### config.mk
export PLATFORM = sky130hd
export DESIGN_NAME = hid_keyboard_report_differ_flat
export DESIGN_NICKNAME = d
export VERILOG_FILES = /design/src/hkrd_pkg.sv /design/src/hkrd_ifs.sv /design/src/hkrd_match.sv /design/src/hkrd_seq.sv /design/src/hid_keyboard_report_differ.sv /design/src/flat_wrapper.sv
export SDC_FILE = /design/constraint.sdc
export NUM_CORES = 1
export LEC_CHECK = 0
export BUFFER_PORTS_ARGS = -buffer_cell sky130_fd_sc_hd__clkbuf_2
export CAP_MARGIN = 5
export CORE_MARGIN = 3
export CORE_UTILIZATION = 59
export DETAILED_ROUTE_END_ITERATION = 7
export GPL_TIMING_DRIVEN = 0
export PLACE_DENSITY_LB_ADDON = 0.2
export SLEW_MARGIN = 20
export SYNTH_ARGS = -nofsm -noshare
export SYNTH_HDL_FRONTEND = slang
export SYNTH_HIERARCHICAL = 1
export SYNTH_SLANG_ARGS = --single-unit
### constraint.sdc
create_clock -name clk_i -period 15.27 [get_ports clk_i]
set_input_delay 3.054 -clock clk_i [delete_from_list [all_inputs] [get_ports clk_i]]
set_output_delay 3.054 -clock clk_i [all_outputs]
set_load 0.03 [all_outputs]
### src/hkrd_pkg.sv
`timescale 1ns / 1ps

package hkrd_pkg;

  localparam int KeySlots  = 6;
  localparam int InBytes   = 9;
  localparam int MaxEvents = 12;
  localparam int NumCand   = 2 * KeySlots;

  localparam int IdxW     = $clog2(NumCand);
  localparam int SlotW    = (KeySlots > 1) ? $clog2(KeySlots) : 1;
  localparam int CntW     = $clog2(MaxEvents + 1);
  localparam int ByteSelW = $clog2(InBytes);
  localparam int BIdxW    = $clog2(InBytes + KeySlots + 3);
  localparam int LenCmpW  = 5;

  typedef logic [7:0] key_t;
  typedef logic [KeySlots-1:0][7:0] key_set_t;
  typedef logic [NumCand-1:0] cand_mask_t;

  typedef struct packed {
    logic       disconnect;
    logic [3:0] report_length;
    logic [7:0] byte0;
    logic [7:0] byte1;
    logic [7:0] byte2;
    logic [7:0] byte3;
    logic [7:0] byte4;
    logic [7:0] byte5;
    logic [7:0] byte6;
    logic [7:0] byte7;
    logic [7:0] byte8;
  } in_item_t;

  typedef struct packed {
    logic [7:0] key_code;
    logic [7:0] modifier_bits;
    logic       pressed;
    logic       last_event;
  } out_item_t;

  typedef struct packed {
    logic start;
    logic clear;
  } seq_cmd_t;

  typedef enum logic [1:0] {
    S_IDLE,
    S_SCAN,
    S_EMIT
  } seq_state_e;

endpackage

### src/hkrd_ifs.sv
`timescale 1ns / 1ps

interface hkrd_in_if;
  logic              valid;
  logic              ready;
  hkrd_pkg::in_item_t data;
  modport source (output valid, output data, input ready);
  modport sink (input valid, input data, output ready);
endinterface

interface hkrd_out_if;
  logic               valid;
  logic               ready;
  hkrd_pkg::out_item_t data;
  modport source (output valid, output data, input ready);
  modport sink (input valid, input data, output ready);
endinterface

interface hkrd_cfg_if;
  logic       valid;
  logic       ready;
  logic [7:0] data;
  modport source (output valid, output data, input ready);
  modport sink (input valid, input data, output ready);
endinterface

### src/hkrd_match.sv
`timescale 1ns / 1ps

module hkrd_match (
  input  hkrd_pkg::key_t     key_i,
  input  hkrd_pkg::key_set_t set_i,
  output logic               hit_o
);

  logic found;

  always_comb begin
    found = 1'b0;
    for (int i = 0; i < hkrd_pkg::KeySlots; i++) begin
      if (set_i[i] == key_i) begin
        found = 1'b1;
      end
    end
  end

  // nonzero key that is absent from the other set
  assign hit_o = (key_i != 8'd0) && !found;

endmodule

### src/hkrd_seq.sv
`timescale 1ns / 1ps

module hkrd_seq (
  input  logic                 clk_i,
  input  logic                 rst_ni,
  input  hkrd_pkg::seq_cmd_t   cmd_i,
  input  logic [7:0]           mods_i,
  input  hkrd_pkg::key_set_t   keys_i,
  output logic                 busy_o,
  hkrd_out_if.source           out_o
);

  localparam int KeySlots = hkrd_pkg::KeySlots;
  localparam int IdxW     = hkrd_pkg::IdxW;
  localparam int SlotW    = hkrd_pkg::SlotW;
  localparam int CntW     = hkrd_pkg::CntW;
  localparam int NumCand  = hkrd_pkg::NumCand;

  hkrd_pkg::seq_state_e state_q, state_d;
  logic [IdxW-1:0]      idx_q, idx_d;
  hkrd_pkg::cand_mask_t mask_q, mask_d;
  logic [CntW-1:0]      cnt_q, cnt_d;
  hkrd_pkg::key_set_t   prev_q, prev_d;
  hkrd_pkg::key_set_t   new_q, new_d;
  logic [7:0]           mods_q, mods_d;
  logic                 out_valid_q, out_valid_d;
  hkrd_pkg::out_item_t  out_q, out_d;

  logic                 is_press;
  logic [IdxW-1:0]      rel_idx;
  logic [SlotW-1:0]     slot;
  hkrd_pkg::key_t       cand_key;
  hkrd_pkg::key_set_t   cand_set;
  logic                 hit;
  logic                 out_free;
  logic                 load;
  hkrd_pkg::cand_mask_t rest;
  logic                 last;

  assign is_press = idx_q < IdxW'(KeySlots);
  assign rel_idx  = idx_q - IdxW'(KeySlots);
  assign slot     = is_press ? idx_q[SlotW-1:0] : rel_idx[SlotW-1:0];
  assign cand_key = is_press ? new_q[slot] : prev_q[slot];
  assign cand_set = is_press ? prev_q : new_q;

  hkrd_match u_match (
    .key_i (cand_key),
    .set_i (cand_set),
    .hit_o (hit)
  );

  assign out_free = !out_valid_q || out_o.ready;
  assign rest     = mask_q >> idx_q;
  assign last     = (rest[NumCand-1:1] == '0);

  always_comb begin
    state_d = state_q;
    idx_d   = idx_q;
    mask_d  = mask_q;
    cnt_d   = cnt_q;
    prev_d  = prev_q;
    new_d   = new_q;
    mods_d  = mods_q;
    load    = 1'b0;
    unique case (state_q)
      hkrd_pkg::S_IDLE: begin
        if (cmd_i.clear) begin
          prev_d = '0;
        end else if (cmd_i.start) begin
          new_d   = keys_i;
          mods_d  = mods_i;
          idx_d   = '0;
          mask_d  = '0;
          cnt_d   = '0;
          state_d = hkrd_pkg::S_SCAN;
        end
      end
      hkrd_pkg::S_SCAN: begin
        if (hit && (cnt_q != CntW'(hkrd_pkg::MaxEvents))) begin
          mask_d[idx_q] = 1'b1;
          cnt_d         = cnt_q + 1'b1;
        end
        if (idx_q == IdxW'(NumCand - 1)) begin
          idx_d = '0;
          if (mask_d == '0) begin
            prev_d  = new_q;
            state_d = hkrd_pkg::S_IDLE;
          end else begin
            state_d = hkrd_pkg::S_EMIT;
          end
        end else begin
          idx_d = idx_q + 1'b1;
        end
      end
      hkrd_pkg::S_EMIT: begin
        if (mask_q[idx_q]) begin
          if (out_free) begin
            load = 1'b1;
            if (last) begin
              prev_d  = new_q;
              state_d = hkrd_pkg::S_IDLE;
            end else begin
              idx_d = idx_q + 1'b1;
            end
          end
        end else begin
          idx_d = idx_q + 1'b1;
        end
      end
      default: state_d = hkrd_pkg::S_IDLE;
    endcase
  end

  always_comb begin
    out_d       = out_q;
    out_valid_d = out_valid_q;
    if (load) begin
      out_d.key_code      = cand_key;
      out_d.modifier_bits = mods_q;
      out_d.pressed       = is_press;
      out_d.last_event    = last;
      out_valid_d         = 1'b1;
    end else if (out_o.ready) begin
      out_valid_d = 1'b0;
    end
  end

  always_ff @(posedge clk_i or negedge rst_ni) begin
    if (!rst_ni) begin
      state_q     <= hkrd_pkg::S_IDLE;
      idx_q       <= '0;
      mask_q      <= '0;
      cnt_q       <= '0;
      prev_q      <= '0;
      out_valid_q <= 1'b0;
    end else begin
      state_q     <= state_d;
      idx_q       <= idx_d;
      mask_q      <= mask_d;
      cnt_q       <= cnt_d;
      prev_q      <= prev_d;
      out_valid_q <= out_valid_d;
    end
  end

  always_ff @(posedge clk_i) begin
    new_q  <= new_d;
    mods_q <= mods_d;
    out_q  <= out_d;
  end

  assign busy_o      = (state_q != hkrd_pkg::S_IDLE);
  assign out_o.valid = out_valid_q;
  assign out_o.data  = out_q;

`ifndef NO_ASSERTIONS
  a_start_idle: assert property (@(posedge clk_i) disable iff (!rst_ni)
    (cmd_i.start || cmd_i.clear) |-> state_q == hkrd_pkg::S_IDLE)
    else $error("command while sequencer busy");

  a_cnt_cap: assert property (@(posedge clk_i) disable iff (!rst_ni)
    cnt_q <= CntW'(hkrd_pkg::MaxEvents))
    else $error("event count above cap");

  a_emit_nonempty: assert property (@(posedge clk_i) disable iff (!rst_ni)
    (state_q == hkrd_pkg::S_SCAN && state_d == hkrd_pkg::S_EMIT) |-> mask_d != '0)
    else $error("emit phase with no events");

  a_scan_len: assert property (@(posedge clk_i) disable iff (!rst_ni)
    (state_q == hkrd_pkg::S_SCAN && idx_q != IdxW'(NumCand - 1))
      |=> state_q == hkrd_pkg::S_SCAN)
    else $error("scan ended early");

  a_load_hit: assert property (@(posedge clk_i) disable iff (!rst_ni)
    load |-> (state_q == hkrd_pkg::S_EMIT && cand_key != 8'd0))
    else $error("zero key code emitted");
`endif

endmodule

### src/hid_keyboard_report_differ.sv
`timescale 1ns / 1ps

// Keyboard report differ.
// in_i carries one item per transfer: a disconnect flag or a raw report of
// up to nine bytes plus its length. cfg_i writes the report ID to strip
// (zero: no ID); it is always ready. It is to be written only while idle;
// the block does not enforce this. out_o carries key press/release events,
// presses first, then releases; last_event marks the final event of a report.
// A report of valid length starts a scan of every key slot, new and previous,
// one key slot per cycle through the shared set-membership compare unit;
// if it finds events, the slots are then walked up to the last one to emit them.
// A disconnect or a report of any other length starts no scan.
// in_i.ready is low while a report is scanned or its events emitted.
// Events leave through an output register, so the next item can be taken
// while the final event waits; a stalled receiver stalls event emission.
// Reset clears the stored keys, the report ID and the output valid.

module hid_keyboard_report_differ (
  input  logic        clk_i,
  input  logic        rst_ni,
  hkrd_cfg_if.sink    cfg_i,
  hkrd_in_if.sink     in_i,
  hkrd_out_if.source  out_o
);

  localparam int KeySlots = hkrd_pkg::KeySlots;
  localparam int InBytes  = hkrd_pkg::InBytes;
  localparam int BIdxW    = hkrd_pkg::BIdxW;
  localparam int LenCmpW  = hkrd_pkg::LenCmpW;

  logic [7:0]         report_id_q;
  logic               busy;
  logic               accept;
  logic [7:0]         bytes [InBytes];
  logic               strip;
  logic [3:0]         len_s;
  logic               len_long;
  logic               len_short;
  logic [BIdxW-1:0]   first;
  logic [BIdxW-1:0]   pos [KeySlots];
  hkrd_pkg::key_set_t keys;
  logic [7:0]         mods;
  hkrd_pkg::seq_cmd_t cmd;

  assign cfg_i.ready = 1'b1;

  always_ff @(posedge clk_i or negedge rst_ni) begin
    if (!rst_ni) begin
      report_id_q <= 8'd0;
    end else if (cfg_i.valid) begin
      report_id_q <= cfg_i.data;
    end
  end

  assign in_i.ready = !busy;
  assign accept     = in_i.valid && !busy;

  assign bytes[0] = in_i.data.byte0;
  assign bytes[1] = in_i.data.byte1;
  assign bytes[2] = in_i.data.byte2;
  assign bytes[3] = in_i.data.byte3;
  assign bytes[4] = in_i.data.byte4;
  assign bytes[5] = in_i.data.byte5;
  assign bytes[6] = in_i.data.byte6;
  assign bytes[7] = in_i.data.byte7;
  assign bytes[8] = in_i.data.byte8;

  assign strip = (report_id_q != 8'd0) && (in_i.data.report_length != 4'd0)
              && (in_i.data.byte0 == report_id_q);
  assign len_s     = in_i.data.report_length - {3'd0, strip};
  assign len_long  = {1'b0, len_s} == LenCmpW'(KeySlots + 2);
  assign len_short = {1'b0, len_s} == LenCmpW'(KeySlots + 1);
  assign first     = BIdxW'(strip) + (len_long ? BIdxW'(2) : BIdxW'(1));
  assign mods      = strip ? in_i.data.byte1 : in_i.data.byte0;

  always_comb begin
    for (int i = 0; i < KeySlots; i++) begin
      pos[i] = first + BIdxW'(i);
      if (pos[i] < BIdxW'(InBytes)) begin
        keys[i] = bytes[pos[i][hkrd_pkg::ByteSelW-1:0]];
      end else begin
        keys[i] = 8'd0;
      end
    end
  end

  assign cmd.clear = accept && in_i.data.disconnect;
  assign cmd.start = accept && !in_i.data.disconnect && (len_long || len_short);

  hkrd_seq u_seq (
    .clk_i  (clk_i),
    .rst_ni (rst_ni),
    .cmd_i  (cmd),
    .mods_i (mods),
    .keys_i (keys),
    .busy_o (busy),
    .out_o  (out_o)
  );

endmodule
### src/flat_wrapper.sv
// flat-port wrapper written by rule: the top's interface ports become plain ports
module hid_keyboard_report_differ_flat 
  (clk_i, rst_ni, cfg_i_valid, cfg_i_data, cfg_i_ready, in_i_valid, in_i_data, in_i_ready, out_o_valid, out_o_data, out_o_ready);
  hkrd_cfg_if cfg_i_i ();
  hkrd_in_if in_i_i ();
  hkrd_out_if out_o_i ();
  input  logic clk_i;
  input  logic rst_ni;
  input wire logic [$bits(cfg_i_i.valid)-1:0] cfg_i_valid;
  input wire logic [$bits(cfg_i_i.data)-1:0] cfg_i_data;
  output wire logic [$bits(cfg_i_i.ready)-1:0] cfg_i_ready;
  input wire logic [$bits(in_i_i.valid)-1:0] in_i_valid;
  input wire logic [$bits(in_i_i.data)-1:0] in_i_data;
  output wire logic [$bits(in_i_i.ready)-1:0] in_i_ready;
  output wire logic [$bits(out_o_i.valid)-1:0] out_o_valid;
  output wire logic [$bits(out_o_i.data)-1:0] out_o_data;
  input wire logic [$bits(out_o_i.ready)-1:0] out_o_ready;
  assign cfg_i_i.valid = cfg_i_valid;
  assign cfg_i_i.data = cfg_i_data;
  assign cfg_i_ready = cfg_i_i.ready;
  assign in_i_i.valid = in_i_valid;
  assign in_i_i.data = in_i_data;
  assign in_i_ready = in_i_i.ready;
  assign out_o_valid = out_o_i.valid;
  assign out_o_data = out_o_i.data;
  assign out_o_i.ready = out_o_ready;
  hid_keyboard_report_differ u_core (.clk_i(clk_i), .rst_ni(rst_ni), .cfg_i(cfg_i_i), .in_i(in_i_i), .out_o(out_o_i));
endmodule
-- Yosys cells after proc, flatten, opt, wreduce, memory -nomap -nowiden
Index checks and enable logic that the tools add are counted.
W data, S select, Z words.
- mux-type cells: 71
- equal/unequal tests: 24
- shift-type cells: 1
- bitwise logic cells: 8
- reductions and logical operators: 31
- add/sub/neg operators: 10
- order comparisons: 16
- operators by type and width (cell ; number):
    $mux W48 ; 7
    $bmux W8 S4 ; 6
    $pmux W48 S3 ; 1
    $mux W8 ; 16
    $eq A8 B8 Y1 ; 7
    $bmux W8 S3 ; 2
    $mux W12 ; 4
    $ge A5 B5 Y1 const B ; 6
    $lt A5 B4 Y1 const B ; 6
    $not A4 Y5 ; 6
    $mux W4 ; 7
    $pmux W12 S2 ; 1
    $mux W2 ; 8
    $reduce_bool A8 Y1 ; 2
    $ne A2 B2 Y1 const B ; 7
    $mux W1 ; 13
    $logic_not A12 Y1 ; 1
    $or A12 B12 Y12 ; 1
    $pmux W4 S3 ; 1
    $shr A12 B4 Y12 ; 1
    $logic_not A11 Y1 ; 1
    $add A5 B2 Y5 const B ; 2
    $add A5 B3 Y5 const B ; 2
    $logic_and A1 B1 Y1 ; 9
    33 further kinds ; 44
- flip-flop bits (word level): 153
- logic and storage cells: 184

-- Longest topological paths before layout
- depth in word-level cells: 21
- gate-level depth with buffers: 23
- gate-level depth less buffers: 21

-- Hierarchy
Netlist, hierarchy kept.
- modules (own cells, without submodules) (module ; cells an instance ; area each (sq um) ; instances):
    hkrd_seq ; 461 ; 6781.5 ; 1
    hid_keyboard_report_differ ; 319 ; 2707.6 ; 1
    hkrd_match ; 77 ; 648.1 ; 1

-- Least setup slack after synthesis
OpenSTA, ideal clock, no wires.
- path kind: input -> register
- start: input port in_i_data[65]
- end: register u_core.u_seq.mask_q[0]
- setup time: 0.121 ns
- stages: 16
- buffers on the path: 1
- arrival time: 8.447 ns
- setup slack: 6.702 ns
- cell sequence: xor2_1 a2111oi_2 nand4_4 inv_1 ha_1 ha_1 xnor2_1 nand3_1 nor2_4 a21oi_1 nor4b_1 nand2b_1 nor2_1 nand2_1 clkbuf_1 a22o_1
- RTL lines (what ; RTL line ; source):
    start: declaration ; flat_wrapper.sv:13 ; input wire logic [$bits(in_i_i.data)-1:0] in_i_data;
    end signal: assignment ; hkrd_seq.sv:139 ; mask_q <= mask_d;
    end: declaration ; hkrd_seq.sv:21 ; hkrd_pkg::cand_mask_t mask_q, mask_d;

-- Worst setup path after layout
- start: input port in_i_data[66]
- end: register u_core/u_seq/new_q[31] (netlist name) (data pin)
- word-level cells in the longest chain between the ends: 11
- elaborated cells between the ends (all ways): 12
- those cells by class: 3 x add/sub; 1 x order compare; 2 x eq/ne; 4 x mux; 1 x bitwise; 1 x reduce/logical
- RTL lines (what ; RTL line ; source):
    $eq A8 B8 Y1 (*) ; hid_keyboard_report_differ.sv:69 ; && (in_i.data.byte0 == report_id_q);
    $logic_and A1 B1 Y1 (*) ; hid_keyboard_report_differ.sv:69 ;
    $sub A4 B1 Y4 ; hid_keyboard_report_differ.sv:70 ; assign len_s = in_i.data.report_length - {3'd0, strip};
    $eq A4 B4 Y1 ; hid_keyboard_report_differ.sv:71 ; assign len_long = {1'b0, len_s} == LenCmpW'(KeySlots + 2);
    $mux W2 ; hid_keyboard_report_differ.sv:73 ; assign first = BIdxW'(strip) + (len_long ? BIdxW'(2) : BIdxW'(1));
    $add A1 B5 Y5 (*) ; hid_keyboard_report_differ.sv:73 ;
    $add A5 B2 Y5 (*) ; hid_keyboard_report_differ.sv:78 ; pos[i] = first + BIdxW'(i);
    $not A4 Y5 (implied by the code) ; hid_keyboard_report_differ.sv:80 ; keys[i] = bytes[pos[i][hkrd_pkg::ByteSelW-1:0]];
    $bmux W8 S4 ; hid_keyboard_report_differ.sv:80 ;
    $mux W8 (implied by the code) (2 in series) ; hid_keyboard_report_differ.sv:80 ;
    end signal: assignment ; hkrd_seq.sv:147 ; new_q <= new_d;
    end: declaration ; hkrd_seq.sv:24 ; hkrd_pkg::key_set_t new_q, new_d;
Mark *: on every way between the ends. The rest lies on a longest branch, timed or not. The select of a mux whose other input is x is not followed.
A chain may end at the register's enable or synchronous reset.

==> impl_summary.md <==
Clock tree
The number of buffers inserted during clock tree synthesis is 17. The clock latency on the worst-skew pair is 0.44 ns. In this run the clock root is driven by a sky130_fd_sc_hd__clkbuf_16.

The number of H-tree levels is 4. The count of instances resized after the clock tree is built is 0. The number of hold-repair buffers added at the cts stage is 0.

After clock tree synthesis, the clock-pin slew on the worst setup and hold paths is 0.06 ns. The CTS tree is built. The longest clock path from root to sink contains 2 buffers. Post-CTS timing repair inserted 0 buffers for setup. The CTS sink count is 153.

Drt
After detailed routing, the met3 layer carries roughly 2200 um of wire. The met2 wire length is roughly 13000 um. Using the TritonRoute via totals, the vias-per-cell ratio works out to 6.549. The first TritonRoute pass finished after 8 iterations.

The detailed router put a total of 11540 um of wire on met1. After detailed routing, the total wire length is 27720 um. The residual DRC count is 1. For this block, the via count after detailed routing is 7990. After detailed routing, the average wire length per cell comes to ~23 um. The highest layer touched by signal routing is met4. The number of DRC markers in iteration 0 is 696. The residual antenna-violating net count after detailed routing is 0.

Placement
The HPWL after detailed placement is 20680 um. Timing analysis after detailed placement gives a worst setup slack of 7.202 ns. In this run the tool buffered the top-level ports with 108 buffer cells.

The placed instances occupy a cell area of 0.01103 mm2. In this run, placement finished with an instance count of between 1000 and 1500. The weighted congestion reported at the end of routability-driven placement is 0.9605.

Global route
The total routing usage reported by global routing is 30.53%. The total global routing overflow is 0. Entering global routing, the biggest net connects 80 pins. The first global-routing pass estimated 43370 um of wire. The number of global-route vias before repair is between 7000 and 8000.

The number of antenna violations at the first check in global routing is 0.

Critical path
The worst path required time is 15.46 ns. The worst setup slack for register-to-register paths is 9.57 ns. The number of cells on the worst reg-to-reg path is 21. The highest-delay cell along the critical path is sky130_fd_sc_hd__nor2_1. Traced cell by cell, the critical path runs through clkbuf_2, xnor2_1, nand4_1, a2111oi_2, nand4_4, inv_1, ha_1, nor3b_2, xnor2_1, nor2_4, ha_1, buf_2, buf_4, and2_1, buf_2, clkinv_1, ha_1, nor2_1, a22oi_1, nand2_1, a21oi_1, a31o_2. The setup path with the least slack is of type in -> reg. Along the worst path, the maximum fanout reaches 10.

The worst setup path is launched from an input port. The sort of element at the end of the critical path is a register. The most numerous cell on the critical path is sky130_fd_sc_hd__ha_1.

The maximum cell stage delay along the critical path is between 0.4 and 0.5 ns. Data arrives at the worst endpoint at 7.93 ns.

Layout
The count of non-filler cells in the finished layout is 1220. The area taken by multi-input logic gates is 0.005472 mm2. The number of diodes is 0. In the final layout, the share of cells above drive strength 1 is 34.60%. With fillers left out, the area of the finished cells amounts to 0.01162 mm2. Registers take about 0.0042 mm2. The final layout contains 1095 nets. The growth of design area from synthesis to finish is 14.61%. The filler cell count is between 1000 and 1500.

Min path
The tightest min-delay check is of the reg -> reg type. The worst hold path was traced through 0 stages.

Timing
In the final timing run, aggregate negative setup slack is 0 ns. The worst path uses 50.73% of the clock period. Setup repair after global routing left no endpoint under its margin. For the final database, setup skew stands at 0.01600 ns.

Once routing completed, OpenROAD measured the worst setup slack at 7.524 ns. The number of hold-slack violations in the final timing report is 0. The maximum clock frequency is 129.1 MHz. The transition time at the pin with the least slew margin is approximately 0.96 ns. The final-report max-slew violation count was 0. Counting I/O delays and the setup requirement, the final critical path takes 7.746 ns.

Setup violations remaining at the end of the flow were counted as 0. The worst pin sits at a relative slew slack of 34.76%.

Power and ir drop
In this run the power density over the cells is 128.8 mW/mm2. In this run the static leakage power is 0.004696 uW. The maximum resistive drop on vdd is 94.34 uV.

Floorplan
The I/O pin total is about 110. The initialized floorplan defines 47 standard-cell rows. The initial utilization of the core area, before any placement, comes to 60.70%. In this run the standard cell core region covers 0.01670 mm2. The die is between 100 and 150 um tall. The die outline area is 0.01879 mm2. The die span in x is 137.1 um.

Yosys
Yosys mapped a number of flops with a built-in enable equal to 74. The average instance area after synthesis is 11.83 um2. The cell taking the most area after synthesis is sky130_fd_sc_hd__edfxtp_1. The number of instances in the synthesized netlist is 857.

The area fraction of the dominant cell type after synthesis is 21.92%. The library cell with the highest instance count after synthesis is sky130_fd_sc_hd__mux2_2. The share of synthesized flip-flops with an asynchronous set or reset is 51.63%. Sorting the synthesized cells by area gives the leading types as sky130_fd_sc_hd__edfxtp_1 22%, sky130_fd_sc_hd__dfrtp_1 20%, sky130_fd_sc_hd__mux2_2 11%, sky130_fd_sc_hd__mux4_2 8.2%, sky130_fd_sc_hd__a22o_1 5.2%. The most used flip-flop cell after synthesis is sky130_fd_sc_hd__dfrtp_1. The synthesized netlist net count is 965. Yosys printed 6 warnings. Counting distinct cell types in the post-synthesis netlist gives 70. The register bit count reported by yosys is 153. The post-synthesis instance area is about 0.010 mm2.

Ranked by instance count, the synthesized netlist is headed by 97 x sky130_fd_sc_hd__mux2_2, 79 x sky130_fd_sc_hd__dfrtp_1, 74 x sky130_fd_sc_hd__edfxtp_1. For this run, the register share of the synthesized area comes to 41.42%.

Run status
The final reports fail on design-rule violations. The run finished, with violations left.

Run
The max-capacitance violation count is 0.
-- final timing paths --
check / end / from
worst max-delay path: u_core/u_seq/new_q[31] / in_i_data[66]
worst min-delay path: u_core/u_seq/out_o.data[8] / u_core/u_seq/mods_q[6]
worst max register to register: u_core/u_seq/prev_q[0] / u_core/u_seq/idx_q[1]
worst min register to register: u_core/u_seq/out_o.data[8] / u_core/u_seq/mods_q[6]
max in group asynchronous: u_core/u_seq/prev_q[47] / rst_ni
min in group asynchronous: u_core/u_seq/mask_q[0] / rst_ni
-- metal layers --
layer / vias to the layer above / track usage, %
li1: 3549 / -
met1: 3878 / 41.63
met2: 487 / 47.85
met3: 76 / 4.853
met4: 0 / 14.86
met5: - / 0
-- flip-flops by register name, summed over array words and instances (netlist names), 2 cells and up --
signal	cells
u_core/report_id_q	8
u_core/u_seq/cnt_q	4
u_core/u_seq/idx_q	4
u_core/u_seq/mask_q	12
u_core/u_seq/mods_q	8
u_core/u_seq/new_q	48
u_core/u_seq/out_o.data	18
u_core/u_seq/prev_q	48
u_core/u_seq/state_q	2
-- logic make-up after synthesis --
| group | after synthesis | synth area share (%) |
|---|---|---|
| fa+ha+maj | 18 | 2.222 |
| simple gates | 165 | 8.578 |
| flops | 153 | 41.42 |
| buf+inv | 89 | 4.702 |
| other cells | 1 | 0.03699 |
| compound gates | 188 | 13.91 |
| mux | 182 | 23.78 |
| xor+xnor | 61 | 5.344 |
-- power by group --
group	switching (uW)	total, uW	leakage (uW)	internal, uW
combinational	267	526	0.00267	259
clock	185	422	0.000291	237
sequential	49.9	549	0.00173	499
total	502	1500	0.00470	994
-- area by class of cell --
class / instances / share of cell area [%]
Inverter: 21 / 0.6784
Clock buffer: 18 / 3.780
Sequential cell: 153 / 36.14
Multi-Input combinational cell: 615 / 47.09
Timing Repair Buffer: 111 / 5.201
Clock inverter: 14 / 1.314
Tap cell: 220 / 2.369
Buffer: 68 / 3.425
-- layout by cell type, fill, tap and decap left out, types with 4 or more instances in the layout --
cell type                   count
sky130_fd_sc_hd__clkbuf_16     17
sky130_fd_sc_hd__nand4_1       13
sky130_fd_sc_hd__dfrtp_1       79
sky130_fd_sc_hd__clkbuf_1      24
sky130_fd_sc_hd__edfxtp_1      74
sky130_fd_sc_hd__inv_6          7
sky130_fd_sc_hd__inv_8          4
sky130_fd_sc_hd__clkbuf_2     108
sky130_fd_sc_hd__nand2b_1       7
sky130_fd_sc_hd__a22oi_1       23
sky130_fd_sc_hd__mux4_2        37
sky130_fd_sc_hd__nor4_1         9
sky130_fd_sc_hd__nor2b_1        6
sky130_fd_sc_hd__inv_1         16
sky130_fd_sc_hd__nor2_1        21
sky130_fd_sc_hd__nor3_1         6
sky130_fd_sc_hd__buf_6         12
sky130_fd_sc_hd__mux2_2        97
sky130_fd_sc_hd__o31ai_1       10
sky130_fd_sc_hd__nand3_1       15
sky130_fd_sc_hd__xor2_1        11
sky130_fd_sc_hd__a221oi_1       8
sky130_fd_sc_hd__xnor2_1       49
sky130_fd_sc_hd__buf_2         17
sky130_fd_sc_hd__and2_1         4
sky130_fd_sc_hd__o22ai_1       12
sky130_fd_sc_hd__buf_4          8
sky130_fd_sc_hd__inv_2          4
sky130_fd_sc_hd__ha_1          18
sky130_fd_sc_hd__mux2i_1       46
sky130_fd_sc_hd__o21ai_0       14
sky130_fd_sc_hd__a22o_1        60
sky130_fd_sc_hd__nand2_1       65
sky130_fd_sc_hd__buf_1          6
sky130_fd_sc_hd__a31o_2         7
sky130_fd_sc_hd__a21oi_1       37
-- through the flow --
step / hold slack, ns / total power [uW] / util, %
6_report: 0.4212 / 1497 / 69.57
3_5_place_dp: 0.4054 / 1069 / 66.02
2_1_floorplan: 0.4003 / 937.9 / -
3_3_place_gp: 0.4011 / 1058 / 65.58
4_1_cts: 0.4216 / 1494 / 69.57
5_1_grt: 0.4305 / 1567 / 69.57
-- critical path: cells and delay by family --
family	cells	cell delay (ns)
simple gates	7	1.50
fa+ha+maj	3	0.94
buf+inv	6	1.22
compound gates	4	0.80
xor+xnor	2	0.41
(Power assumes the default switching activity.)
